===== src/design/pcft_pkg.sv =====
// Shared constants, types and helpers for the priority class FIFO table.
`timescale 1ns / 1ps
package pcft_pkg;

	localparam int NUM_CLASSES = 8;
	localparam int CLASS_DEPTH = 16;

	localparam int DATA_W  = 32;
	localparam int COUNT_W = 8;

	localparam int SLOT_W  = (NUM_CLASSES > 1) ? $clog2(NUM_CLASSES) : 1;
	localparam int ALLOC_W = $clog2(NUM_CLASSES + 1);
	localparam int PTR_W   = $clog2(CLASS_DEPTH);
	localparam int FILL_W  = $clog2(CLASS_DEPTH + 1);
	localparam int TOTAL_W = $clog2(NUM_CLASSES * CLASS_DEPTH + 1);

	// Store address is {slot, pointer}; each slot owns a power-of-two window.
	localparam int ADDR_W      = SLOT_W + PTR_W;
	localparam int STORE_DEPTH = 1 << ADDR_W;

	localparam logic OP_INSERT = 1'b0;
	localparam logic OP_REMOVE = 1'b1;

	typedef struct packed {
		logic              hit;
		logic [SLOT_W-1:0] hit_slot;
		logic              has_free;
		logic [SLOT_W-1:0] free_slot;
	} dir_lookup_t;

	typedef struct packed {
		logic              push;
		logic              pop;
		logic [SLOT_W-1:0] slot;
	} ptr_update_t;

	function automatic logic [COUNT_W-1:0] sat_count(input logic [TOTAL_W-1:0] c);
		logic [31:0] wide;
		wide = 32'(c);
		if (wide > 32'd255) begin
			return {COUNT_W{1'b1}};
		end
		return COUNT_W'(wide);
	endfunction

endpackage


===== src/design/pcft_class_dir.sv =====
// Class directory: tag per slot, parallel tag match, in-order slot allocation.
`timescale 1ns / 1ps
module pcft_class_dir (
	input  logic                               clk,
	input  logic                               arst_n,
	input  logic [pcft_pkg::DATA_W-1:0]        tag,
	input  logic                               claim,
	output pcft_pkg::dir_lookup_t              lookup
);
	logic [pcft_pkg::DATA_W-1:0]  tag_q [pcft_pkg::NUM_CLASSES];
	// Slots are taken lowest first and never freed, so a count says which are in use.
	logic [pcft_pkg::ALLOC_W-1:0] alloc_q;
	logic [pcft_pkg::NUM_CLASSES-1:0] match;
	logic [pcft_pkg::SLOT_W-1:0]  hit_slot;

	always_comb begin
		hit_slot = '0;
		for (int i = 0; i < pcft_pkg::NUM_CLASSES; i++) begin
			match[i] = (pcft_pkg::ALLOC_W'(i) < alloc_q) && (tag_q[i] == tag);
			if (match[i]) begin
				hit_slot = hit_slot | pcft_pkg::SLOT_W'(i);
			end
		end
	end

	assign lookup.hit       = |match;
	assign lookup.hit_slot  = hit_slot;
	assign lookup.has_free  = alloc_q < pcft_pkg::ALLOC_W'(pcft_pkg::NUM_CLASSES);
	assign lookup.free_slot = alloc_q[pcft_pkg::SLOT_W-1:0];

	always_ff @(posedge clk or negedge arst_n) begin
		if (!arst_n) begin
			alloc_q <= '0;
		end else if (claim) begin
			alloc_q <= alloc_q + 1'b1;
		end
	end

	always_ff @(posedge clk) begin
		if (claim) begin
			tag_q[alloc_q[pcft_pkg::SLOT_W-1:0]] <= tag;
		end
	end
endmodule


===== config.mk =====
export PLATFORM = sky130hd
export DESIGN_NAME = pcft_class_dir
export DESIGN_NICKNAME = d
export VERILOG_FILES = /design/src/design/pcft_pkg.sv /design/src/design/pcft_class_dir.sv
export SDC_FILE = /design/constraint.sdc
export NUM_CORES = 1
export LEC_CHECK = 0
export BUFFER_PORTS_ARGS = -buffer_cell sky130_fd_sc_hd__buf_2
export CAP_MARGIN = 5
export CORE_ASPECT_RATIO = 1.2
export CORE_MARGIN = 4
export CORE_UTILIZATION = 36
export DETAILED_ROUTE_END_ITERATION = 16
export GPL_TIMING_DRIVEN = 0
export HOLD_SLACK_MARGIN = 0.06
export PLACE_DENSITY_LB_ADDON = 0.25
export SLEW_MARGIN = 0
export SYNTH_ARGS = -nofsm -noshare
export SYNTH_HDL_FRONTEND = slang
export SYNTH_SLANG_ARGS = --single-unit

===== constraint.sdc =====
create_clock -name clk -period 3.7 [get_ports clk]
set_input_delay 0.74 -clock clk [delete_from_list [all_inputs] [get_ports clk]]
set_output_delay 0.74 -clock clk [all_outputs]
set_load 0.02 [all_outputs]

; Word level (Yosys, flattened, before mapping)
; Memory sizes are Yosys's and may differ from the RTL's.
; Cells that the tools add are included.
[word_totals]
ff_bits = 4
inputBits = 35
ram_bits = 256
mem_count = 1
output_inout_bits = 8
word_cells = 38
[op_classes]
add_sub_neg = 1
n_mux = 9
n_eq_ne = 8
n_lt_le_gt_ge = 9
reduce_logical = 9
[mem_list]
columns = memory, depth, word_bits, read_ports, rd_clocked_by_memory_dff, wr, line
row1 = tag_q, 8, 32, 8, 0, 1, pcft_class_dir.sv:10  ; logic [pcft_pkg::DATA_W-1:0] tag_q [pcft_pkg::NUM_CLASSES];
[op_table]
columns = cell, n
row1 = $eq A32 B32 Y1, 8
row2 = $lt A3 B4 Y1 const A, 4
row3 = $mux W3, 4
row4 = $logic_and A1 B1 Y1, 8
row5 = $lt A1 B4 Y1 const A, 2
row6 = $lt A2 B4 Y1 const A, 2
row7 = $reduce_or A8 Y1, 1
row8 = $add A4 B1 Y4 const B, 1
row9 = $lt A4 B4 Y1 const B, 1
row10 = $mux W2, 2
row11 = $mux W1, 3

; Logic depth before layout (Yosys ltp)
; An unclocked memory read counts as a cell.
[logic_depth]
ltp_word = 10
depth_mapped = 8
depth_no_buf = 8

; Worst setup path before layout
; OpenSTA, ideal clock, no wires.
[synth_path]
kind = input to register
start = input claim
end = memory tag_q[2][0] (netlist name), enable pin
path_slack_ns = 0.202
t_required_ns = 3.239
stages = 2
arrival_ns = 3.037
setup_ns = 0.461
path_buffers = 0
cell_sequence = nand2_1 nor3_1
[synth_via]
elab_chain_len = 2
[synth_lines]
columns = item, line
row1 = from (decl), pcft_class_dir.sv:7  ; input logic claim,
row2 = $mux W1, pcft_class_dir.sv:40  ; if (claim) begin
row3 = $mux W1 (not written as such), pcft_class_dir.sv:41  ; tag_q[alloc_q[pcft_pkg::SLOT_W-1:0]] <= tag;
row4 = to (decl), pcft_class_dir.sv:10
; Every way passes these cells.

==> impl_metrics.py <==
metrics = {
    "finish": {
        "utilization": 0.430,
        "fin_nets": 800,
        "seqCellArea_um2": 7790,
        "fin_area_um2": 13100,
        "n_antenna_cell": 0,
        "drive_gt1_frac": 0.194,
        "syn2layout_area_growth_pct": 17.9,
        "multi_input_area_um2": 3190,
        "fillerInstances": 2702,
    },
    "placement": {
        "place_area_um2": 12000,
        "dp_hpwl_mm": 20.2,
        "gp_congestion": 0.820,
        "io_buffers": 42,
    },
    "sta": {
        "fmax_mhz": 273,
        "tns_ns": 0,
        "slew_viol_final": 0,
        "tightest_slew_ns": 0.762,
        "holdWs_ns": 0.465,
        "finalHoldViolCount": 0,
        "finalClockSkew_ns": 0.0135,
        "fin_crit_sh": 0.991,
        "relSlewSlack": 0.489,
        "setup_viol": 0,
        "min_period_ns": 3.67,
    },
    "critical_path": {
        "crit_required_ns": 2.96,
        "cp-end-kind": "output pin",
        "cp.arrival_ns": 2.93,
        "r2r_end": "tag_q[0][22]$_DFFE_PP_",
        "crit_fanout": 9,
        "reg2reg_depth": 5,
        "startpoint_type": "input pin",
        "ff2ff_setup_slack_ns": 1.46,
        "r2r-start": "alloc_q[1]$_DFFE_PN0P_",
        "crit_type": "input pin to output pin",
    },
    "min_path": {
        "hold_end": "alloc_q[0]$_DFFE_PN0P_",
        "holdCritPathClass": "input pin to register",
        "hold_depth": 2,
        "hold_start": "claim",
    },
    "cts": {
        "clk_latency_ns": 0.53,
        "cts.sinks": 260,
        "cts_root_buffer": "clkbuf_16",
        "clk_path_buf_depth": 3,
        "cts.clk_slew.worst_paths_ns": 0.06,
        "cts_htree_levels": 1,
        "numCtsBuffers": 26,
        "cts_tree": "yes",
        "post_cts_buffers": 0,
    },
    "power_and_ir_drop": {
        "ir_drop_mv": 0.370,
        "switching_power_mw": 2.10,
        "p_clk_frac": 0.329,
        "power_density_nw_per_um2": 585,
        "leakage_nw": 4.39,
        "power_frac_seq": 0.505,
        "p_sw_frac": 0.276,
        "p_int_mw": 5.53,
        "power_frac_comb": 0.166,
    },
    "synthesis": {
        "synth_cells": 680,
        "syn_nets": 717,
        "yosysTopAreaCellShare": 0.694,
        "synth_area_per_cell_um2": 16.3,
        "synth_area_leaders": "edfxtp_1 69%, xor2_1 17%, xnor2_1 3.8%",
        "yosysWarnings": 0,
        "yosys.area.top_type": "edfxtp_1",
        "ys_ff_latch": 260,
        "ys_seq_area_frac": 0.703,
        "synth_area_um2": 11100,
        "synth.distinct_cells": 22,
    },
    "detailed_routing": {
        "wl_per_cell_um": 24.8,
        "drt_iter0_drc": 481,
        "drt_first_pass_iters": 5,
        "antenna_left": 0,
        "routed_wirelength_mm": 29.2,
        "num_vias": 5787,
        "post-route-drc-count": 0,
        "drt-vias-per-instance": 4.91,
    },
    "run_status": {
        "outcome": "finished clean",
    },
    "global_route": {
        "antenna_found_initial": 0,
        "track_usage": 0.171,
        "grt_overflow": 0,
        "groute.layer.met1.usage": 0.223,
        "use_met3": 0.0193,
        "gr-max-usage-layer": "met2",
        "first_global_vias": 5846,
        "grt_pass1_wl_mm": 41.8,
        "grt_max_degree": 28,
        "groute.layer.met2.usage": 0.301,
    },
    "die": {
        "num_rows": 70,
        "die-area_um2": 33600,
        "fp.dieW_um": 168,
        "core_um2": 30400,
        "die_h_um": 200,
        "initial_utilization": 0.364,
        "pin_count": 43,
    },
    "run": {
        "cap_violations": 0,
    },
}
## synth_stat cells (all sizes together)
cell type	number
edfxtp	256
xor2	211
nor4	55
xnor2	48
buf	36
nand4	20
nor2	10
nand2	8
nand3	8
nor3	8
a21oi	4
dfrtp	4
inv	3
ha	2
nand2b	2
a211o	1
a41oi	1
nand3b	1
o21ai	1
o311ai	1
## how the worst max path moves through the flow
stage | startpoint | end | slack [ns] | cells past startpoint
5_1_grt | tag[5] | lookup[4] | -0.01 | 9
6_report | tag[9] | lookup[7] | 0.03 | 9
3_5_place_dp | tag[0] | lookup[4] | -0.50 | 9
4_1_cts | tag[26] | lookup[7] | 0.02 | 9
3_3_place_gp | claim | tag_q[2][24]$_DFFE_PP_ | -1.86 | 3
2_1_floorplan | claim | tag_q[2][0]$_DFFE_PP_ | 0.20 | 2
## worst max-delay path, stage by stage
cell	delay (ns)
buf_2	0.24
buf_2	0.36
xor2_1	0.11
nor4_1	0.54
nand4_1	0.22
nor3_1	0.27
nor4_1	0.10
nand4_1	0.15
buf_2	0.19
## power by group through the flow
stage / Sequential, mW / Clock (mW) / Combinational (mW)
after floorplan: 3.90 / 0 / 0.676
after global placement: 3.95 / 0 / 1.09
after detailed placement: 3.92 / 0 / 1.24
after CTS: 3.85 / 2.55 / 1.27
after global routing: 3.89 / 2.67 / 1.36
final: 3.85 / 2.51 / 1.27
## registers in the layout (all words and copies together) (netlist names)
name / count
alloc_q: 4
tag_q: 256
## cell type report
| cell class | instances | share of cell area |
|---|---|---|
| inverters | 3 | 0.000863 |
| plain buffers | 36 | 0.0251 |
| flip-flops and latches | 260 | 0.597 |
| multi-input cells | 381 | 0.245 |
| repair buffers | 55 | 0.0333 |
| well taps | 396 | 0.0380 |
| clock buffers | 31 | 0.0529 |
| clock inverters | 16 | 0.00872 |
## metrics by stage
step	worst slack (ns)	total power, mW	instances
3_3_place_gp	-1.86	5.04	1118
4_1_cts	0.0171	7.68	1178
2_1_floorplan	0.202	4.58	680
5_1_grt	-0.0113	7.93	1178
3_5_place_dp	-0.498	5.16	1130
6_report	0.0329	7.63	1178
## cells in the final DEF (no fill, tap or decap), drive strengths merged
master,count
a21oi,4
nor3,8
a41oi,1
nand3,8
clkinvlp,3
o21ai,1
buf,85
ha,2
nor2,10
a211o,1
clkbuf,36
inv,4
nand2b,2
edfxtp,256
o311ai,1
xnor2,48
xor2,211
nand2,8
dfrtp,4
nor4,55
bufinv,1
nand3b,1
clkinv,11
nand4,20
dlygate4sd3,1
## cells by family (layout without fill, tap and decap cells)
logic type      after synthesis  in the layout  share of synthesized area
buf+inv                      39            141                     0.0273
xor+xnor                    259            259                      0.205
simple gates                112            112                     0.0575
flops                       260            260                      0.703
compound gates                8              8                    0.00463
fa+ha+maj                     2              2                    0.00226
## routing by layer
layer | up-vias | wire [um] | part of all wire
met4 | 0 | 872 | 0.030
met3 | 45 | 1150 | 0.039
met1 | 2946 | 12200 | 0.42
met2 | 155 | 14900 | 0.51
li1 | 2641 | - | -
met5 | - | 0 | 0
## repair_timing
item	CTS	global route
endpoints found under the hold margin	4	0
pin swaps	4	5
setup endpoints to repair	4	4
resized for setup	21	17
hold buffers	1	0
(Power assumes the default switching activity.)
