[config.mk]
export PLATFORM = sky130hd
export DESIGN_NAME = pcft_ram
export DESIGN_NICKNAME = d
export VERILOG_FILES = /design/src/design/pcft_ram.sv
export SDC_FILE = /design/constraint.sdc
export NUM_CORES = 1
export LEC_CHECK = 0
export ABC_AREA = 1
export BUFFER_PORTS_ARGS = -buffer_cell sky130_fd_sc_hd__buf_2
export CAP_MARGIN = 20
export CORE_MARGIN = 2
export CORE_UTILIZATION = 40
export CTS_BUF_LIST = sky130_fd_sc_hd__clkbuf_8
export DETAILED_ROUTE_END_ITERATION = 8
export MAX_ROUTING_LAYER = met4
export PLACE_DENSITY_LB_ADDON = 0.3
export SYNTH_ARGS = -nofsm -noshare
export SYNTH_HDL_FRONTEND = slang
export SYNTH_SLANG_ARGS = --single-unit
export TNS_END_PERCENT = 30
[constraint.sdc]
create_clock -name clk -period 7.6 [get_ports clk]
set_clock_uncertainty 0.2 [all_clocks]
set_input_delay 0.38 -clock clk [delete_from_list [all_inputs] [get_ports clk]]
set_output_delay 0.38 -clock clk [all_outputs]
set_load 0.01 [all_outputs]
[src/design/pcft_ram.sv]
// Generic single-port-write, registered-read RAM.
`timescale 1ns / 1ps
module pcft_ram #(
	parameter int WIDTH = 32,
	parameter int DEPTH = 16
) (
	input  logic                                      clk,
	input  logic                                      we,
	input  logic                                      re,
	input  logic [((DEPTH > 1) ? $clog2(DEPTH) : 1)-1:0] addr,
	input  logic [WIDTH-1:0]                          wdata,
	output logic [WIDTH-1:0]                          rdata
);
	logic [WIDTH-1:0] mem_q [DEPTH];
	logic [WIDTH-1:0] rdata_q;

	always_ff @(posedge clk) begin
		if (we) begin
			mem_q[addr] <= wdata;
		end
		if (re) begin
			rdata_q <= mem_q[addr];
		end
	end

	assign rdata = rdata_q;
endmodule

### After elaboration in Yosys (flattened, before gate mapping)

Memory sizes are Yosys's and may differ from the RTL's. A register that Yosys moved wholly into a read port is not among the register bits.
Index checks and enable logic that the tools add are counted.
W data, S select, Z words.

| storage, ports and cells | value |
|---|---|
| register bits after elaboration | 0 |
| RAM bits | 512 |
| input bits | 39 |
| output and inout bits | 32 |
| word-level logic and storage cells | 3 |
| memories kept | 1 |

| operators by class | value |
|---|---|
| multiplexer cells | 2 |

Memories:

| memory | depth | width | rd ports | clocked after memory_dff | write ports | RTL line | source |
|---|---|---|---|---|---|---|---|
| mem_q | 16 | 32 | 1 | 1 | 1 | 14 | `logic [WIDTH-1:0] mem_q [DEPTH];` |

Operator list:

| kind | count |
|---|---|
| $mux W1 | 2 |

### Depth between registers and ports, before layout

Gate-level depths: netlist (run 1).

| logic depth | value |
|---|---|
| word-level depth | 2 |
| mapped depth | 12 |
| depth with buffers taken out | 9 |

### Worst setup path before layout (run 1)

OpenSTA, ideal clock, no wires.

| timing path | value |
|---|---|
| path type | input to register |
| from | input addr[1] in the netlist's numbering |
| to | memory mem_q[5][0], enable pin |
| library setup time | 0.421 ns |
| arrival | 2.453 ns |
| slack | 4.526 ns |
| stages on the path | 6 |
| path buffers | 3 |
| cell sequence | buf_2 inv_1 buf_2 buf_2 nand3_1 nor2_1 |

RTL lines:

| item | RTL line | source |
|---|---|---|
| start: declaration | 10 | `input logic [((DEPTH > 1) ? $clog2(DEPTH) : 1)-1:0] addr,` |
| end: declaration | 14 |  |

Straight into the memory's write port.

### Worst setup path after layout (run 1)

| timing path | value |
|---|---|
| from | input addr[0] in the netlist's numbering |
| to | memory mem_q[14][8], enable pin |

Straight into the memory's write port.

==> out/qor.yml, run 1 <==
antenna_cells: 0
drive_above_1_share_pct: 9.66
max_slew.worst_pin.slew_ns: 1.09
hold_viol_final: 0
post_drt_via_cell_ratio: 4.74
fin_crit_ns: 3.10
final_cell_mix: "nand2_1, edfxtp_1, inv_1, clkbuf_8, buf_2"
place_ws_ns: 3.87
grt_max_degree: 100
wl_per_cell_um: 17.1
peakVddDrop_mv: 0.115
worstPathMaxFanout: 99
regToRegStartpoint: "mem_q[15][29]"
postSynthAreaPerCell_um2: 10.7
p_leak_nw: 10.7
die_x_um: 241
cp-startpoint: "addr[0]"
synthesis.area_um2: 22500
maxCapViolCount: 0
postCtsResizedCells: 0
yosysTopAreaCellShare_pct: 72.5
end_kind: "register"
cts_max_path_buffers: 3
crit_required_ns: 7.69
cts.clk_slew.worst_paths_ns: 0.06
drt_iter0_markers: 1233
r2r_end: "rdata[29]"
cts_tree: "built"
mostFrequentLayoutCell: "nand2_1"
hold_class: "in2reg"
final_net_count: 2267
ys_seq_elements: 544
worst_slack_ns: 4.50
insertion_delay_ns: 0.63
crit_type: "in2reg"
io_pins: 71
htreeDepth: 3
holdPathStages: 6
r2r_setup_slack_ns: 6.20
netlist_top_cells_area: "edfxtp_1, nand2_1, inv_1"
start_util_pct: 40.7
setup_violations: 0
cts_hold_buffers: 32
hp-start: "addr[2]"
clockRootBuffer: "clkbuf_8"
core_area_um2: 55400
ys.warnings.count: 0
slew_viol_final: 0
grt_pass1_vias: 14082
dp_hpwl_um: 27900
slew_headroom_pct: 27.5
num_vias: 14375
clock_sinks: 544
yosysTopAreaCell: "edfxtp_1"
power.density_nw_per_um2: 239
antenna_found_initial: 0
die-area_um2: 58200
drc: 0
ant_nets: 0
crit_arrival_ns: 3.20
netlist_instances: 2113
fin_setup_tns_ns: 0
area_delta_synth_final_pct: 13.2
cts_buffers: 82
fmax_mhz: 322
first_pass_iters: 5
gp_congestion: 0.775
ys_types: 12
track_usage_pct: 18.7
fin_crit_sh_pct: 40.9
outcome: "completed"
grt-ovfl-total: 0
worstHoldEndpoint: "rdata[29]"
seq_area_frac_synth_pct: 72.5
die_h_um: 241
start_kind: "input pin"
grt_pass1_wl_um: 80300
syn_nets: 2152
reg2reg_depth: 8
row_count: 86
io_buffer_count: 70
cts_setup_buffers: 0
wirelength_um: 51800
rsz0062_at_grt: "no"
## synth_stat cells
library cell and instances:
buf_1 6, buf_2 41, buf_4 17, buf_6 23, buf_8 1, clkbuf_1 10, edfxtp_1 544, inv_1 70
inv_6 1, nand2_1 1378, nand3_1 4, nor2_1 18
## critical path, stage by stage
cell	delay (ns)
clkbuf_8	0.31
inv_6	0.74
nand3_1	0.52
nor2_4	0.66
buf_4	0.41
## power breakdown
part | total, W | switching (W) | internal (W)
Combinational | 0.000398 | 0.000288 | 0.000110
Clock | 0.00229 | 0.00108 | 0.00121
Sequential | 0.00340 | 0.0000162 | 0.00338
## metrics by stage
stage	power (W)	hold slack (ns)	util, %	cells	cell area, um2
final	0.00609	0.215	46.0	3035	25500
after global placement	0.00384	0.565	42.3	2853	23500
after global routing	0.00632	0.222	46.0	3035	25500
after CTS	0.00615	0.168	46.0	3034	25500
after detailed placement	0.00385	0.568	42.6	2859	23600
after floorplan	0.00370	0.279	-	2113	22500
## worst max path at each step
stage / endpoint / slack [ns] / cells past startpoint
6_report: mem_q[14][8] / 4.50 / 5
5_1_grt: mem_q[14][0] / 4.35 / 5
4_1_cts: mem_q[2][16] / 4.54 / 4
3_5_place_dp: mem_q[2][14] / 3.87 / 4
3_3_place_gp: mem_q[12][14] / 3.86 / 4
2_1_floorplan: mem_q[5][0] / 4.53 / 6
## flip-flops by register name (all words and copies together) (netlist names)
signal and cells:
mem_q 512, rdata 32
## cells by family (layout without fill, tap and decap cells)
family | count (synthesis) | after routing | synth area share [%]
flops | 544 | 544 | 72.5
simple gates | 1400 | 1400 | 23.3
buf+inv | 169 | 343 | 4.16
## per-layer routing
metal  part of all wire (%)  track usage, %  up-vias
li1                       -               -     7029
met1                     46            25.7     6876
met2                     46            28.8      400
met3                    6.4            3.04       70
met4                    1.7            5.50        0
met5                      0               -        -
## cell type report
type	count	area, um2
Fill cell	5058	29900
Tap cell	748	936
Timing Repair Buffer	129	1020
Clock inverter	54	322
Multi-Input combinational cell	1400	5400
Sequential cell	544	16300
Clock buffer	89	1220
Inverter	71	274
No activity file was read; power rests on OpenSTA's default activity.
==> run 2: changes to the inputs <==
==> constraint.sdc (replaced) <==
create_clock -name clk -period 2.5 [get_ports clk]
set_clock_uncertainty 0.2 [all_clocks]
set_input_delay 0.125 -clock clk [delete_from_list [all_inputs] [get_ports clk]]
set_output_delay 0.125 -clock clk [all_outputs]
set_load 0.01 [all_outputs]
==> run 2 against run 1 <==
  * Largest power group unchanged
  * Global-route usage is 0.81 points higher
  * Final cell count rose by 0.66%
  * Flip-flop and latch count unchanged
  * Count of clock-buffer cells in the layout fell by 3
  * Highest routed layer unchanged
  * Non-clock buffer count increased by 20
  * Die area unchanged
==> out/qor.yml, run 2 (synthesis results as in run 1) <==
p_sw_w: 0.00430  # was 0.00139 W
insertion_delay_ns: 0.66  # was 0.63 ns
crit_required_ns: 2.65  # was 7.69 ns
grt-ovfl-total: 0  # unchanged
final_cell_mix: "nand2_1, edfxtp_1, inv_1, clkbuf_8, buf_2"  # unchanged
crit_type: "in2reg"  # unchanged
setup_violations: 0  # unchanged
pwr-share-comb_pct: 6.7  # was 6.5%
wl_per_cell_um: 17.6  # was 17.1 um
mostFrequentLayoutCell: "nand2_1"  # unchanged
fin_crit_sh_pct: 95.3
start_util_pct: 40.7  # unchanged
stdcell_count: 3055  # was 3035
end_kind: "register"  # unchanged
final_area_um2: 25600  # was 25500 um2
regMostFlops: "mem_q"  # unchanged
worstPathMaxFanout: 4  # was 99
clock_sinks: 544  # unchanged
wirelength_um: 53700  # was 51800 um
drc: 0  # unchanged
area_delta_synth_final_pct: 13.8  # was 13.2%
hold_class: "in2reg"  # unchanged
power.share.clock_pct: 36.9  # was 37.6%
first_pass_iters: 5  # unchanged
final_net_count: 2291  # was 2267
antenna_found_initial: 1  # was 0
outcome: "completed"  # unchanged
slew_headroom_pct: 48.0  # was 27.5%
place_ws_ns: 0.453  # was 3.87 ns
drt_iter0_markers: 1074  # was 1233
cts.clk_slew.worst_paths_ns: 0.06  # about the same
die_h_um: 241  # unchanged
track_usage_pct: 19.5  # was 18.7%
start_kind: "input pin"  # unchanged
io_pins: 71  # unchanged
die-area_um2: 58200  # unchanged
row_count: 86  # unchanged
post_drt_via_cell_ratio: 4.71  # was 4.74
fmax_mhz: 420
r2r_setup_slack_ns: 1.15  # was 6.20 ns
num_vias: 14392  # was 14375
internal-power_w: 0.0140  # was 0.00470 W
slew_viol_final: 0  # unchanged
io_buffer_count: 70  # unchanged
die_x_um: 241  # unchanged
grt_pass1_vias: 14289  # was 14082
peakVddDrop_mv: 0.332  # was 0.115 mV
cts_setup_buffers: 0  # unchanged
dp_hpwl_um: 26800  # was 27900 um
crit_arrival_ns: 2.53  # was 3.20 ns
max_slew.worst_pin.slew_ns: 0.779  # was 1.09 ns
dpl_cell_area_um2: 23800  # was 23600 um2
p_leak_nw: 10.8  # was 10.7 nW
drive_above_1_share_pct: 10.1  # was 9.66%
fin_crit_ns: 2.38
largest_reg_flops: 512  # unchanged
grt_max_degree: 133  # was 100
whs_ns: 0.0675  # was 0.215 ns
gp_congestion: 0.803  # was 0.775
rsz0062_at_grt: "no"  # unchanged
grt_pass1_wl_um: 82600  # was 80300 um
power.density_nw_per_um2: 715  # was 239 nW/um2
cts_buffers: 86  # was 82
dp_cells: 2876  # was 2859
ant_nets: 0  # unchanged
htreeDepth: 3  # unchanged
hold_viol_final: 0  # unchanged
clockRootBuffer: "clkbuf_8"  # unchanged
p_sw_share_pct: 23.4  # was 22.8%
seqPwrFrac_pct: 56.4  # was 55.8%
maxCapViolCount: 0  # unchanged
cts_max_path_buffers: 3  # unchanged
core_area_um2: 55400  # unchanged
cts_tree: "built"  # unchanged
worst_slack_ns: 0.118  # was 4.50 ns
==> run 2: worst paths after layout <==
kind,startpoint,endpoint,cells past startpoint
max,addr[2],mem_q[2][31],7
min,addr[0],rdata[26],10
max reg2reg,mem_q[5][23],rdata[23],8
min reg2reg,mem_q[1][19],rdata[19],8
==> run 2: power by group through the flow <==
stage,Sequential [W],Clock [W],Combinational (W)
floorplan,0.0105,0,0.000710
global placement,0.0105,0,0.00118
detailed placement,0.0105,0,0.00119
CTS,0.0103,0.00695,0.00124
global route,0.0103,0.00735,0.00139
finish,0.0103,0.00677,0.00123
==> run 2: stage by stage <==
stage | TNS [ns] | total power, W | utilization (%)
3_5_place_dp | 0 | 0.0117 | 42.9
6_report | 0 | 0.0183 | 46.3
4_1_cts | 0 | 0.0185 | 46.3
3_3_place_gp | 0 | 0.0117 | 42.9
2_1_floorplan | -137.16 | 0.0113 | -
5_1_grt | 0 | 0.0191 | 46.3
==> run 2: final cells by class <==
class | instances | area, um2
timing repair buffer | 149 | 1210
sequential | 544 | 16300
fill | 5065 | 29800
multi-input combinational | 1400 | 5400
tap | 748 | 936
inverter | 71 | 274
clock inverter | 56 | 302
antenna | 1 | 2.50
clock buffer | 86 | 1180
==> run 2: metal layers <==
layer / wire length [um] / vias to the layer above / GRT usage (%)
li1: - / 7070 / -
met1: 24000 / 6860 / 25.3
met2: 25300 / 373 / 31.1
met3: 3040 / 89 / 3.34
met4: 1300 / 0 / 6.85
met5: 0 / - / -
==> run 2: critical path: stages <==
cell	delay (ns)
dlygate4sd3_1	0.53
buf_2	0.16
nor2_4	0.12
dlygate4sd3_1	0.57
inv_1	0.16
nor2_4	0.18
dlygate4sd3_1	0.69
==> run 2: what timing repair did <==
| action | in CTS | in global routing |
|---|---|---|
| setup endpoints to repair | 0 | 0 |
| hold buffers | 36 | 0 |
| resized for setup | 0 | 0 |
| hold endpoints to repair | 532 | 0 |
