===== config.mk =====
export PLATFORM = sky130hd
export DESIGN_NAME = pcft_ptr_file
export DESIGN_NICKNAME = d
export VERILOG_FILES = /design/src/design/pcft_pkg.sv /design/src/design/pcft_ptr_file.sv
export SDC_FILE = /design/constraint.sdc
export NUM_CORES = 1
export LEC_CHECK = 0
export BUFFER_PORTS_ARGS = -buffer_cell sky130_fd_sc_hd__buf_2
export CORE_MARGIN = 2
export CORE_UTILIZATION = 25
export DETAILED_ROUTE_END_ITERATION = 7
export SLEW_MARGIN = 40
export SYNTH_ARGS = -nofsm -noshare
export SYNTH_HDL_FRONTEND = slang
export SYNTH_SLANG_ARGS = --single-unit

===== constraint.sdc =====
create_clock -name clk -period 5.01 [get_ports clk]
set_clock_uncertainty 0.15 [all_clocks]
set_input_delay 1.002 -clock clk [delete_from_list [all_inputs] [get_ports clk]]
set_output_delay 1.002 -clock clk [all_outputs]
set_load 0.02 [all_outputs]

===== src/design/pcft_pkg.sv =====
// Shared constants, types and helpers for the priority class FIFO table.
`timescale 1ns / 1ps
package pcft_pkg;

	localparam int NUM_CLASSES = 8;
	localparam int CLASS_DEPTH = 16;

	localparam int DATA_W  = 32;
	localparam int COUNT_W = 8;

	localparam int SLOT_W  = (NUM_CLASSES > 1) ? $clog2(NUM_CLASSES) : 1;
	localparam int ALLOC_W = $clog2(NUM_CLASSES + 1);
	localparam int PTR_W   = $clog2(CLASS_DEPTH);
	localparam int FILL_W  = $clog2(CLASS_DEPTH + 1);
	localparam int TOTAL_W = $clog2(NUM_CLASSES * CLASS_DEPTH + 1);

	// Store address is {slot, pointer}; each slot owns a power-of-two window.
	localparam int ADDR_W      = SLOT_W + PTR_W;
	localparam int STORE_DEPTH = 1 << ADDR_W;

	localparam logic OP_INSERT = 1'b0;
	localparam logic OP_REMOVE = 1'b1;

	typedef struct packed {
		logic              hit;
		logic [SLOT_W-1:0] hit_slot;
		logic              has_free;
		logic [SLOT_W-1:0] free_slot;
	} dir_lookup_t;

	typedef struct packed {
		logic              push;
		logic              pop;
		logic [SLOT_W-1:0] slot;
	} ptr_update_t;

	function automatic logic [COUNT_W-1:0] sat_count(input logic [TOTAL_W-1:0] c);
		logic [31:0] wide;
		wide = 32'(c);
		if (wide > 32'd255) begin
			return {COUNT_W{1'b1}};
		end
		return COUNT_W'(wide);
	endfunction

endpackage


===== src/design/pcft_ptr_file.sv =====
// Per-class read pointer, write pointer and fill level.
`timescale 1ns / 1ps
module pcft_ptr_file (
	input  logic                          clk,
	input  logic                          arst_n,
	input  pcft_pkg::ptr_update_t         upd,
	output logic [pcft_pkg::PTR_W-1:0]    rd_ptr,
	output logic [pcft_pkg::PTR_W-1:0]    wr_ptr,
	output logic [pcft_pkg::FILL_W-1:0]   fill
);
	logic [pcft_pkg::PTR_W-1:0]  rp_q   [pcft_pkg::NUM_CLASSES];
	logic [pcft_pkg::PTR_W-1:0]  wp_q   [pcft_pkg::NUM_CLASSES];
	logic [pcft_pkg::FILL_W-1:0] fill_q [pcft_pkg::NUM_CLASSES];

	function automatic logic [pcft_pkg::PTR_W-1:0] advance(input logic [pcft_pkg::PTR_W-1:0] p);
		if (p == pcft_pkg::PTR_W'(pcft_pkg::CLASS_DEPTH - 1)) begin
			return '0;
		end
		return p + 1'b1;
	endfunction

	assign rd_ptr = rp_q[upd.slot];
	assign wr_ptr = wp_q[upd.slot];
	assign fill   = fill_q[upd.slot];

	always_ff @(posedge clk or negedge arst_n) begin
		if (!arst_n) begin
			for (int i = 0; i < pcft_pkg::NUM_CLASSES; i++) begin
				rp_q[i]   <= '0;
				wp_q[i]   <= '0;
				fill_q[i] <= '0;
			end
		end else if (upd.push) begin
			wp_q[upd.slot]   <= advance(wp_q[upd.slot]);
			fill_q[upd.slot] <= fill_q[upd.slot] + 1'b1;
		end else if (upd.pop) begin
			rp_q[upd.slot]   <= advance(rp_q[upd.slot]);
			fill_q[upd.slot] <= fill_q[upd.slot] - 1'b1;
		end
	end
endmodule


# Yosys cells after proc, flatten, opt, wreduce, memory -nomap -nowiden
# Index checks and enable logic that the tools add are counted.
[totals] reg_bits=104 input_bits=7 out_inout_bits=13 elab_cells=68
[op_classes] n_addsub=4 order_cmp=2 eq_ne=2 muxes=31 n_bitwise=2 n_reduce_logical=3
[op_table] operator="40-bit bitwise mux" count=2
[op_table] operator="40-bit two-way mux" count=2
[op_table] operator="32-bit bitwise mux" count=2
[op_table] operator="4-bit two-way mux" count=12
[op_table] operator="4-bit binary-select mux with 3-bit select" count=2
[op_table] operator="5-bit binary-select mux with 3-bit select" count=1
[op_table] operator="5-bit demux with 3-bit select" count=1
[op_table] operator="5-bit two-way mux" count=3
[op_table] operator="4-bit demux with 3-bit select" count=1
[op_table] operator="4-bit by 1-bit adder with 4-bit output (second input constant)" count=2
[op_table] operator="4-bit equality test (second input constant)" count=2
[op_table] operator="5-bit by 1-bit adder with 5-bit output (second input constant)" count=1
[op_table] operator="1-bit two-way mux" count=5
[op_table] operator="5-bit by 1-bit subtractor with 5-bit output (second input constant)" count=1
[op_table] operator="4-bit >= comparator (second input constant)" count=1
[op_table] operator="4-bit by 1-bit less-than comparator with 1-bit output (second input constant)" count=1
[op_table] operator="3-bit inverter with 4-bit output" count=1
[op_table] operator="2-bit AND reduction" count=1
[op_table] operator="2-bit nonzero test" count=1
[op_table] operator="1-bit logical AND" count=1
[op_table] operator="1-bit inverter" count=1

# Logic depth before layout (Yosys ltp)
# Gate-level depths: netlist (run 1).
[depth] word_depth=12 mapped_depth=14 depth_no_buf=9

# Worst setup path after synthesis (run 1)
# OpenSTA, ideal clock, no wires.
[synth_timing] kind="input to register" startpoint="in upd[0] in the netlist's numbering" endpoint="reg fill_q[11] in the netlist's numbering" setup_time_ns=0.121 t_arrival_ns=3.430 t_required_ns=4.739 slack_ns=1.309 cell_stages=13 n_path_buf=5 cell_sequence="buf_2 buf_2 nor2b_1 a221oi_1 o21ai_1 buf_2 inv_1 ha_1 buf_2 nor2b_1 clkbuf_1 a21oi_1 o22a_1"
[synth_between] elab_chain_len=8 elab_cells_between_ends=15 cone_classes="2 x add/sub; 2 x order compare; 9 x mux; 1 x bitwise; 1 x reduce/logical"
[synth_lines] item="from (decl)" line="pcft_ptr_file.sv:6" text="input pcft_pkg::ptr_update_t upd,"
[synth_lines] item="3-bit inverter with 4-bit output *"
[synth_lines] item="5-bit binary-select mux with 3-bit select *"
[synth_lines] item="5-bit two-way mux * (2 in a row)"
[synth_lines] item="via fill (one bit)" line="pcft_ptr_file.sv:9" text="output logic [pcft_pkg::FILL_W-1:0] fill"
[synth_lines] item="5-bit by 1-bit subtractor with 5-bit output" line="pcft_ptr_file.sv:38" text="fill_q[upd.slot] <= fill_q[upd.slot] - 1'b1;"
[synth_lines] item="40-bit bitwise mux" line="pcft_ptr_file.sv:38"
[synth_lines] item="40-bit two-way mux" line="pcft_ptr_file.sv:36" text="end else if (upd.pop) begin"
[synth_lines] item="40-bit two-way mux *" line="pcft_ptr_file.sv:33" text="end else if (upd.push) begin"
[synth_lines] item="to (signal, indexed assignment)" line="pcft_ptr_file.sv:35" text="fill_q[upd.slot] <= fill_q[upd.slot] + 1'b1;"
[synth_lines] item="to (signal, indexed assignment)" line="pcft_ptr_file.sv:38"
[synth_lines] item="to (decl)" line="pcft_ptr_file.sv:13" text="logic [pcft_pkg::FILL_W-1:0] fill_q [pcft_pkg::NUM_CLASSES];"
# Mark *: on every way through the listed nets, which the timed path passes. The rest lies on a longest branch. The select of a mux whose other input is x is not followed.
# A chain may end at the register's enable or synchronous reset.

# Worst setup path in the final report (run 1)
[layout_timing] startpoint="in upd[2] in the netlist's numbering" endpoint="out fill[3] in the netlist's numbering"
[layout_between] elab_chain_len=4
[layout_lines] item="3-bit inverter with 4-bit output (implied by the code)" line="pcft_ptr_file.sv:24" text="assign fill = fill_q[upd.slot];"
[layout_lines] item="5-bit binary-select mux with 3-bit select" line="pcft_ptr_file.sv:24"
[layout_lines] item="5-bit two-way mux (implied by the code) (2 in a row)" line="pcft_ptr_file.sv:24"
[layout_lines] item="to (decl)" line="pcft_ptr_file.sv:9"
# No other way between the ends. The select of a mux whose other input is x is not followed.

==> impl_metrics.py, run 1 <==
metrics = {
    "finish": {
        "fill_cells": 2172,
        "antenna_cells": 0,
        "syn_to_final_growth_pct": 13.5,
        "fin_nets": 543,
        "drive_gt1_frac": 0.220,
    },
    "synthesis": {
        "syn-cell-area_um2": 5340,
        "async_reset_ff_frac": 1.00,
        "ys_ff_latch": 104,
        "synth_edf_count": 0,
        "syn_nets": 529,
        "seq_area_frac_synth": 0.487,
        "synth.distinct_cells": 55,
        "syn-instance-count": 518,
        "ys.flop_type": "dfrtp_1",
        "synth.avg_cell_area_um2": 10.3,
        "ys_warn_count": 0,
    },
    "power": {
        "power_w": 0.00296,
        "seqPwrFrac": 0.439,
        "combinationalPowerShare": 0.323,
        "peakVddDrop_mv": 0.154,
        "p_sw_w": 0.00101,
        "power.density_nw_per_um2": 488,
        "pwr-share-clk": 0.239,
        "swShare": 0.343,
        "p_leak_nw": 2.63,
        "p_int_w": 0.00194,
    },
    "worst_setup_path": {
        "crit_fanout": 40,
        "endpoint_kind": "primary output",
        "critPathKind": "input port to primary output",
        "endpoint": "fill[3]",
        "rrSetupSlack_ps": 2180,
        "cp.arrival_ps": 3030,
        "reg2reg_to": "fill_q[29]",
        "worstSetupStartpoint": "upd[2]",
        "reg2reg_depth": 9,
        "critPathLaunchType": "input port",
        "critPathRequiredTime_ps": 3860,
    },
    "timing": {
        "hold_viol": 0,
        "max_freq_mhz": 239,
        "drv_slew": 0,
        "post-route-period-util": 0.834,
        "tightestPinTransition_ps": 774,
        "fin_crit_ps": 4180,
        "rsz0062_at_grt": "no",
        "setup_viol": 0,
        "finalSetupTns_ps": 0,
        "slew_headroom": 0.480,
    },
    "hold_path": {
        "holdCritPathClass": "flip-flop to flip-flop",
    },
    "drt": {
        "via_per_inst": 4.83,
        "wl_per_cell_um": 16.0,
        "wl_um": 13000,
        "num_vias": 3926,
        "route.detailed.drc": 0,
        "dr.first_iter.drc_count": 340,
        "first_pass_iters": 5,
        "drtAntennaViolNets": 0,
    },
    "clock_network": {
        "numCtsBuffers": 9,
        "cts_root_buf": "clkbuf_16",
        "cts_tree": "built",
        "cts_max_path_buffers": 2,
        "htree_levels": 3,
        "cts_resized": 0,
        "holdBufCountCts": 0,
        "cts.sinks": 104,
        "clk_pin_slew_ps": 70,
        "post-cts-setup-buffer-count": 0,
        "clk_latency_ps": 350,
    },
    "floorplan": {
        "start_util": 0.254,
        "die_area_um2": 22600,
        "core_um2": 21000,
        "die_height_um": 150,
        "num_rows": 53,
        "io-pin-count": 20,
        "die_w_um": 150,
    },
    "place": {
        "port_buffers": 19,
        "detailedPlacementHpwl_um": 9000,
        "gp_congestion": 0.834,
    },
    "global_routing": {
        "overflow": 0,
        "first_global_vias": 3834,
        "grt_pass1_wl_um": 21200,
        "groute.usage.overall": 0.122,
        "antenna_found_initial": 0,
        "grt_max_degree": 77,
    },
    "flow_run": {
        "maxCapViolCount": 0,
    },
    "status": {
        "status": "finished, final reports clean",
    },
}
-- synthesized netlist by cell type, drive strengths merged, types with 4 or more instances --
cell | instances | area share
a211oi | 8 | 0.014
a21oi | 14 | 0.013
a221oi | 5 | 0.0094
a31oi | 7 | 0.0082
and2 | 4 | 0.0047
and3 | 5 | 0.0059
buf | 17 | 0.016
clkbuf | 9 | 0.0063
dfrtp | 104 | 0.49
ha | 4 | 0.0094
inv | 8 | 0.0056
mux2 | 43 | 0.091
mux2i | 14 | 0.030
mux4 | 12 | 0.051
nand2 | 97 | 0.068
nand2b | 4 | 0.0047
nand3 | 10 | 0.0094
nand3b | 8 | 0.011
nor2 | 36 | 0.025
nor3 | 5 | 0.0047
o21ai | 61 | 0.058
o22ai | 4 | 0.0047
xnor2 | 6 | 0.0098
-- power by group through the flow --
stage	sequential [W]	combinational, W	clock, W
2_1_floorplan	0.00125	0.000731	0
3_3_place_gp	0.00131	0.000944	0
3_5_place_dp	0.00131	0.000961	0
4_1_cts	0.00129	0.000962	0.000720
5_1_grt	0.00133	0.00108	0.000752
6_report	0.00130	0.000954	0.000706
-- metal layers --
metal  wire (µm)  share of wire  vias up  track usage
li1            -              -     1886            -
met1        6120           0.47     1950        0.166
met2        6130           0.47       73        0.193
met3         489          0.038       17       0.0221
met4         251          0.019        0       0.0476
met5           0              0        -            0
-- area by class of cell --
cell class                      count  area [µm²]  share of cell area
Sequential cell                   104        2600               0.429
Multi-Input combinational cell    380        2590               0.428
Tap cell                          275         344              0.0567
Clock buffer                       15         288              0.0474
Timing Repair Buffer               29         199              0.0328
Inverter                            8        30.0             0.00495
Clock inverter                      1        8.76             0.00144
-- registers in the layout, indices dropped and copies added, names as in the netlist, named ones only --
| signal | flops |
|---|---|
| fill_q | 32 |
| wp_q | 32 |
| rp_q | 32 |
-- metrics by stage --
step	hold WS (ps)	std cells	util	cell area (µm²)	worst slack, ps
3_5_place_dp	314	795	0.273	5740	830
2_1_floorplan	290	518	-	5340	1310
4_1_cts	332	811	0.287	6040	837
3_3_place_gp	307	795	0.273	5730	722
5_1_grt	347	812	0.289	6070	648
6_report	328	812	0.289	6070	832
-- logic make-up (layout without fill, tap and decap cells) --
| kind of cell | after synthesis | in the layout | share of synthesized area |
|---|---|---|---|
| compound gates | 118 | 118 | 0.140 |
| simple gates | 182 | 182 | 0.152 |
| flops | 104 | 104 | 0.487 |
| fa+ha+maj | 4 | 4 | 0.00937 |
| buf+inv | 34 | 53 | 0.0281 |
| xor+xnor | 7 | 7 | 0.0115 |
| mux | 69 | 69 | 0.171 |
-- cell usage in the layout (no fill, tap or decap), types with 5 or more instances in the layout --
master and n:
a211oi_1 7, a21oi_1 14, a31oi_1 7, and3_1 5
buf_2 17, buf_4 10, clkbuf_16 9, dfrtp_1 104
inv_1 5, mux2_2 43, mux2i_1 11, mux4_2 12
nand2_1 97, nand3_1 10, nand3b_1 8, nor2_1 36
nor3_1 5, o21ai_0 49, o21ai_1 11, xnor2_1 6
-- worst max-delay path, cell delays in order --
cell and delay (ps):
buf_2 590, buf_4 340, or2_2 180, o22ai_1 140, a211oi_4 420, inv_2 150
buf_2 190
-- how the worst min path moves through the flow --
stage                  start       end  slack, ps  cells after the start
floorplan           rp_q[10]  rp_q[10]        290                      2
global placement    rp_q[10]  rp_q[10]        310                      2
detailed placement  rp_q[10]  rp_q[10]        310                      2
CTS                  wp_q[9]   wp_q[9]        330                      2
global route         rp_q[9]   rp_q[9]        350                      2
finish              rp_q[12]  rp_q[12]        330                      2
Note: power is estimated with default switching activity, not from simulation.
==> run 2, diff against run 1 <==
- ABC_AREA: not set -> 1
- clock period: 5.01 -> 4.26 ns (I/O delays scaled with it)
==> run 2 against run 1 <==
  * Synthesized cell count up 56%
  * Largest cell class is now multi-input gates
  * Utilization down 0.68 points
  * Clock power grew 13%
  * Worst hold slack got worse by 17 ps
  * Critical path type unchanged
  * Setup slack better by 140 ps
  * Final cell count up 37%
  * Area after synthesis grew 7.7%
  * Clock-buffer cell count decreased by 4
==> impl_metrics.py, run 2 <==
metrics = {
    "global_routing": {
        "antenna_found_initial": 0,
        "groute.usage.overall": 0.140,
        "first_global_vias": 4927,
        "grt_max_degree": 60,
        "grt_pass1_wl_um": 26500,
        "overflow": 0,
    },
    "synthesis": {
        "synth.top_cell.area_share": 0.452,
        "syn-cell-area_um2": 5750,
        "synth.area.top_cells": "dfrtp_1, nand2_1, o21ai_0",
        "yosysMostFrequentCell": "nand2_1",
        "syn_nets": 820,
        "synth_fa_ha_area_frac": 0.00870,
        "synth.distinct_cells": 32,
        "async_reset_ff_frac": 1.00,
        "synthMuxAreaShare": 0,
        "synth_compound_gate_area_share": 0.0996,
        "seq_area_frac_synth": 0.452,
        "yosys.area_share.simple": 0.346,
        "synth_edf_count": 0,
        "ys_warn_count": 0,
        "synth.avg_cell_area_um2": 7.11,
        "synth_xor_area_frac": 0.0135,
        "ys.flop_type": "dfrtp_1",
        "syn-instance-count": 809,
        "netlist_top_cells_count": "nand2_1, dfrtp_1, inv_1",
        "synth_top_family_by_area": "simple AND/OR/NAND/NOR gates",
        "ys_ff_latch": 104,
        "yosysTopAreaCell": "dfrtp_1",
    },
    "timing": {
        "fin_crit_ps": 3290,
        "tightestPinTransition_ps": 603,
        "setup_viol": 0,
        "max_freq_mhz": 304,
        "rsz0062_at_grt": "no",
        "drv_slew": 0,
        "finalSetupTns_ps": 0,
        "slew_headroom": 0.597,
        "post-route-period-util": 0.772,
        "hold_viol": 0,
    },
    "floorplan": {
        "start_util": 0.254,
        "die_w_um": 156,
        "num_rows": 55,
        "die_area_um2": 24200,
        "io-pin-count": 20,
        "core_um2": 22600,
        "die_height_um": 156,
    },
    "clock_network": {
        "post-cts-setup-buffer-count": 0,
        "cts_max_path_buffers": 2,
        "cts_resized": 0,
        "cts_root_buf": "clkbuf_16",
        "clk_pin_slew_ps": 70,
        "holdBufCountCts": 0,
        "htree_levels": 3,
        "cts.sinks": 104,
        "clk_latency_ps": 360,
        "cts_tree": "built",
        "numCtsBuffers": 9,
    },
    "finish": {
        "antenna_cells": 0,
        "top_regs": "fill_q x32, rp_q x32, wp_q x32",
        "final_common_cell": "nand2_1",
        "finalNonFillerCells": 1111,
        "final_cell_mix": "nand2_1, dfrtp_1, inv_1, o21ai_0, nand3_1",
        "syn_to_final_growth_pct": 10.9,
        "drive_gt1_frac": 0.0896,
        "fin_nets": 834,
    },
    "worst_setup_path": {
        "path_cells": "buf_2, buf_4, nand2_1, nand2_1, nand2_1, nand2_1, nand2_1, nand2_1, inv_1, buf_2",
        "cp.arrival_ps": 2290,
        "cp_common_cell": "nand2_1",
        "crit_fanout": 37,
        "critPathKind": "input port to primary output",
        "cp_slowest_stage_delay_ps": 380,
        "endpoint_kind": "primary output",
        "critPathRequiredTime_ps": 3260,
        "cp_top_family": "buffers and inverters",
        "path_buf_inv": 4,
        "slowest_stage": "buf_4",
        "critPathLaunchType": "input port",
    },
    "status": {
        "status": "finished, final reports clean",
    },
    "drt": {
        "dr.first_iter.drc_count": 435,
        "via_per_inst": 4.57,
        "drtAntennaViolNets": 0,
        "route.detailed.drc": 0,
        "num_vias": 5074,
        "wl_per_cell_um": 14.5,
        "wl_um": 16100,
        "first_pass_iters": 6,
    },
    "hold_path": {
        "holdCritPathClass": "input port to asynchronous set/reset pin",
    },
    "place": {
        "detailedPlacementHpwl_um": 11200,
        "port_buffers": 19,
        "gp_congestion": 0.878,
        "dp.cells": 1097,
    },
    "flow_run": {
        "maxCapViolCount": 0,
    },
    "power": {
        "peakVddDrop_mv": 0.173,
        "p_leak_nw": 3.18,
        "power.density_nw_per_um2": 464,
    },
}
run 2: worst paths after layout:
path | from | to | slack [ps] | cells past startpoint
worst min-delay path | arst_n | asynchronous set/reset pin | 310 | 1
worst max-delay path | upd[0] | fill[4] | 970 | 10
max in group asynchronous | arst_n | rp_q[16] | 2840 | 2
worst max register to register | fill_q[16] | fill_q[34] | 1920 | 14
worst min register to register | wp_q[1] | wp_q[1] | 330 | 2
min in group clk | wp_q[1] | wp_q[1] | 330 | 2
run 2: cells by family (layout without fill, tap and decap cells):
family | count (synthesis) | after routing
buffers and inverters | 102 | 119
and+or+nand+nor | 490 | 490
DFF | 104 | 104
adders and majority gates | 4 | 4
AOI/OAI and AO/OA | 104 | 104
xor gates and xnor gates | 5 | 5
run 2: metal layers:
metal	share of wire	wire length [µm]	track usage	vias up
li1	-	-	-	2550
met1	0.47	7560	0.191	2361
met2	0.44	7060	0.213	137
met3	0.065	1050	0.0350	26
met4	0.024	378	0.0516	0
met5	0	0	0	-
run 2: final cells by class:
class	count	area [µm²]
Sequential cell	104	2600
Tap cell	285	357
Fill cell	2450	16300
Timing Repair Buffer	27	161
Clock inverter	3	18.8
Multi-Input combinational cell	603	2690
Clock buffer	11	253
Inverter	78	295
run 2: through the flow:
step / power, W / area, µm² / hold slack, ps / util / setup slack, ps
2_1_floorplan: 0.00193 / 5750 / 292 / - / 1080
3_3_place_gp: 0.00217 / 6100 / 304 / 0.270 / 900
3_5_place_dp: 0.00219 / 6100 / 312 / 0.270 / 816
4_1_cts: 0.00298 / 6380 / 329 / 0.282 / 937
5_1_grt: 0.00316 / 6380 / 344 / 0.282 / 798
6_report: 0.00296 / 6380 / 310 / 0.282 / 972
run 2: power breakdown:
part	internal, W	switching (W)
clock	0.000422	0.000376
combinational	0.000268	0.000551
sequential	0.00123	0.000120
total	0.00192	0.00105
==> run 3, diff against run 2 <==
- clock period: 4.26 -> 2.7 ns (I/O delays scaled with it)
==> run 3 against run 2 <==
  * Critical endpoint is now fill[3]
  * Critical path type unchanged
  * Global-route usage grew 0.15 points
  * Clock power grew 97%
  * Setup slack worse by 820 ps
  * Largest cell class unchanged
  * Worst hold slack got worse by 290 ps
==> impl_metrics.py, run 3 (synthesis gave the netlist of run 2 again) <==
metrics = {
    "global_routing": {
        "overflow": 0,
        "grt_pass1_wl_um": 26900,
        "first_global_vias": 5098,
        "grt_max_degree": 48,
        "groute.usage.overall": 0.141,
        "antenna_found_initial": 0,
    },
    "finish": {
        "antenna_cells": 0,
        "final_common_cell": "nand2_1",
        "syn_to_final_growth_pct": 18.8,
        "top_regs": "fill_q x32, rp_q x32, wp_q x32",
        "drive_gt1_frac": 0.139,
        "fin_nets": 879,
        "final_cell_mix": "nand2_1, dfrtp_1, inv_1, o21ai_0, nand3_1",
        "finalNonFillerCells": 1158,
    },
    "worst_setup_path": {
        "worstReg2RegStart": "fill_q[16]",
        "crit_fanout": 20,
        "cp.arrival_ps": 1860,
        "reg2reg_depth": 13,
        "endpoint_kind": "primary output",
        "critPathKind": "input port to primary output",
        "critPathRequiredTime_ps": 2010,
        "rrSetupSlack_ps": 580,
        "critPathLaunchType": "input port",
        "reg2reg_to": "fill_q[32]",
    },
    "clock_network": {
        "clk_latency_ps": 370,
        "holdBufCountCts": 0,
        "post-cts-setup-buffer-count": 0,
        "cts_root_buf": "clkbuf_16",
        "cts_tree": "built",
        "cts_resized": 0,
        "numCtsBuffers": 9,
        "cts_max_path_buffers": 2,
        "htree_levels": 3,
        "cts.sinks": 104,
        "clk_pin_slew_ps": 80,
    },
    "floorplan": {
        "core_um2": 22600,
        "start_util": 0.254,
        "die_area_um2": 24200,
        "die_height_um": 156,
        "num_rows": 55,
        "die_w_um": 156,
        "io-pin-count": 20,
    },
    "timing": {
        "drv_slew": 0,
        "tightestPinTransition_ps": 606,
        "rsz0062_at_grt": "no",
        "max_freq_mhz": 392,
        "finalSetupTns_ps": 0,
        "slew_headroom": 0.596,
        "setup_viol": 0,
        "hold_viol": 0,
        "post-route-period-util": 0.944,
        "worst_slack_ps": 151,
        "fin_crit_ps": 2550,
    },
    "place": {
        "port_buffers": 19,
        "gp_congestion": 0.860,
        "dp.cells": 1142,
        "detailedPlacementHpwl_um": 11600,
        "place_ws_ps": 73.1,
    },
    "drt": {
        "drtAntennaViolNets": 0,
        "wl_per_cell_um": 13.8,
        "first_pass_iters": 5,
        "dr.first_iter.drc_count": 439,
        "wl_um": 16000,
        "route.detailed.drc": 0,
        "via_per_inst": 4.55,
        "num_vias": 5271,
    },
    "flow_run": {
        "maxCapViolCount": 0,
    },
    "power": {
        "peakVddDrop_mv": 0.373,
        "power.density_nw_per_um2": 747,
        "power_w": 0.00511,
        "p_leak_nw": 3.45,
    },
    "hold_path": {
        "holdCritPathClass": "input port to asynchronous set/reset pin",
    },
    "status": {
        "status": "finished, final reports clean",
    },
}
-- run 3: cell count changes in the layout (fill, tap and decap cells not counted), sizes merged --
cell,before,now
clkbuf,11,9
bufinv,0,3
buf,27,72
inv,77,79
clkinvlp,0,2
clkinv,4,1
-- run 3: worst max-delay path, cell delays in order --
cell	delay (ps)
buf_2	140
inv_4	220
buf_4	190
nand2_1	50
nand2_1	80
nand2_1	50
nand2_1	60
nand2_1	70
nand2_2	230
buf_2	220
-- run 3: report_power, final --
part           switching, W  total [W]  internal, W
Combinational      0.000880    0.00141     0.000532
Sequential         0.000188    0.00212      0.00193
Clock              0.000654    0.00157     0.000920
-- run 3: per-stage QoR --
step / utilization / hold slack [ps] / cell area (µm²)
global route: 0.302 / 68.5 / 6830
floorplan: - / 94.4 / 5750
global placement: 0.286 / 306 / 6480
finish: 0.302 / 17.3 / 6830
CTS: 0.302 / 42.0 / 6830
detailed placement: 0.286 / 309 / 6480
-- run 3: final cells by class --
class / count / area (µm²)
clock buffer: 9 / 225
clock inverter: 7 / 128
fill: 2466 / 15800
inverter: 78 / 295
multi-input combinational: 603 / 2690
sequential: 104 / 2600
tap: 285 / 357
timing repair buffer: 72 / 533
-- run 3: routing by layer --
metal / global-route usage / up-vias / part of all wire
met4: 0.0345 / 0 / 0.014
li1: - / 2649 / -
met3: 0.0314 / 22 / 0.051
met5: 0 / - / 0
met2: 0.216 / 130 / 0.44
met1: 0.202 / 2470 / 0.50
-- run 3: worst max path at each step --
stage / from / to / slack [ps] / cells past startpoint
2_1_floorplan: upd[0] / fill_q[1] / 2 / 14
3_3_place_gp: upd[0] / fill_q[32] / 100 / 14
3_5_place_dp: upd[0] / fill_q[32] / 70 / 14
4_1_cts: upd[0] / fill[3] / 160 / 10
5_1_grt: upd[0] / rd_ptr[0] / 7 / 9
6_report: upd[0] / fill[3] / 150 / 10
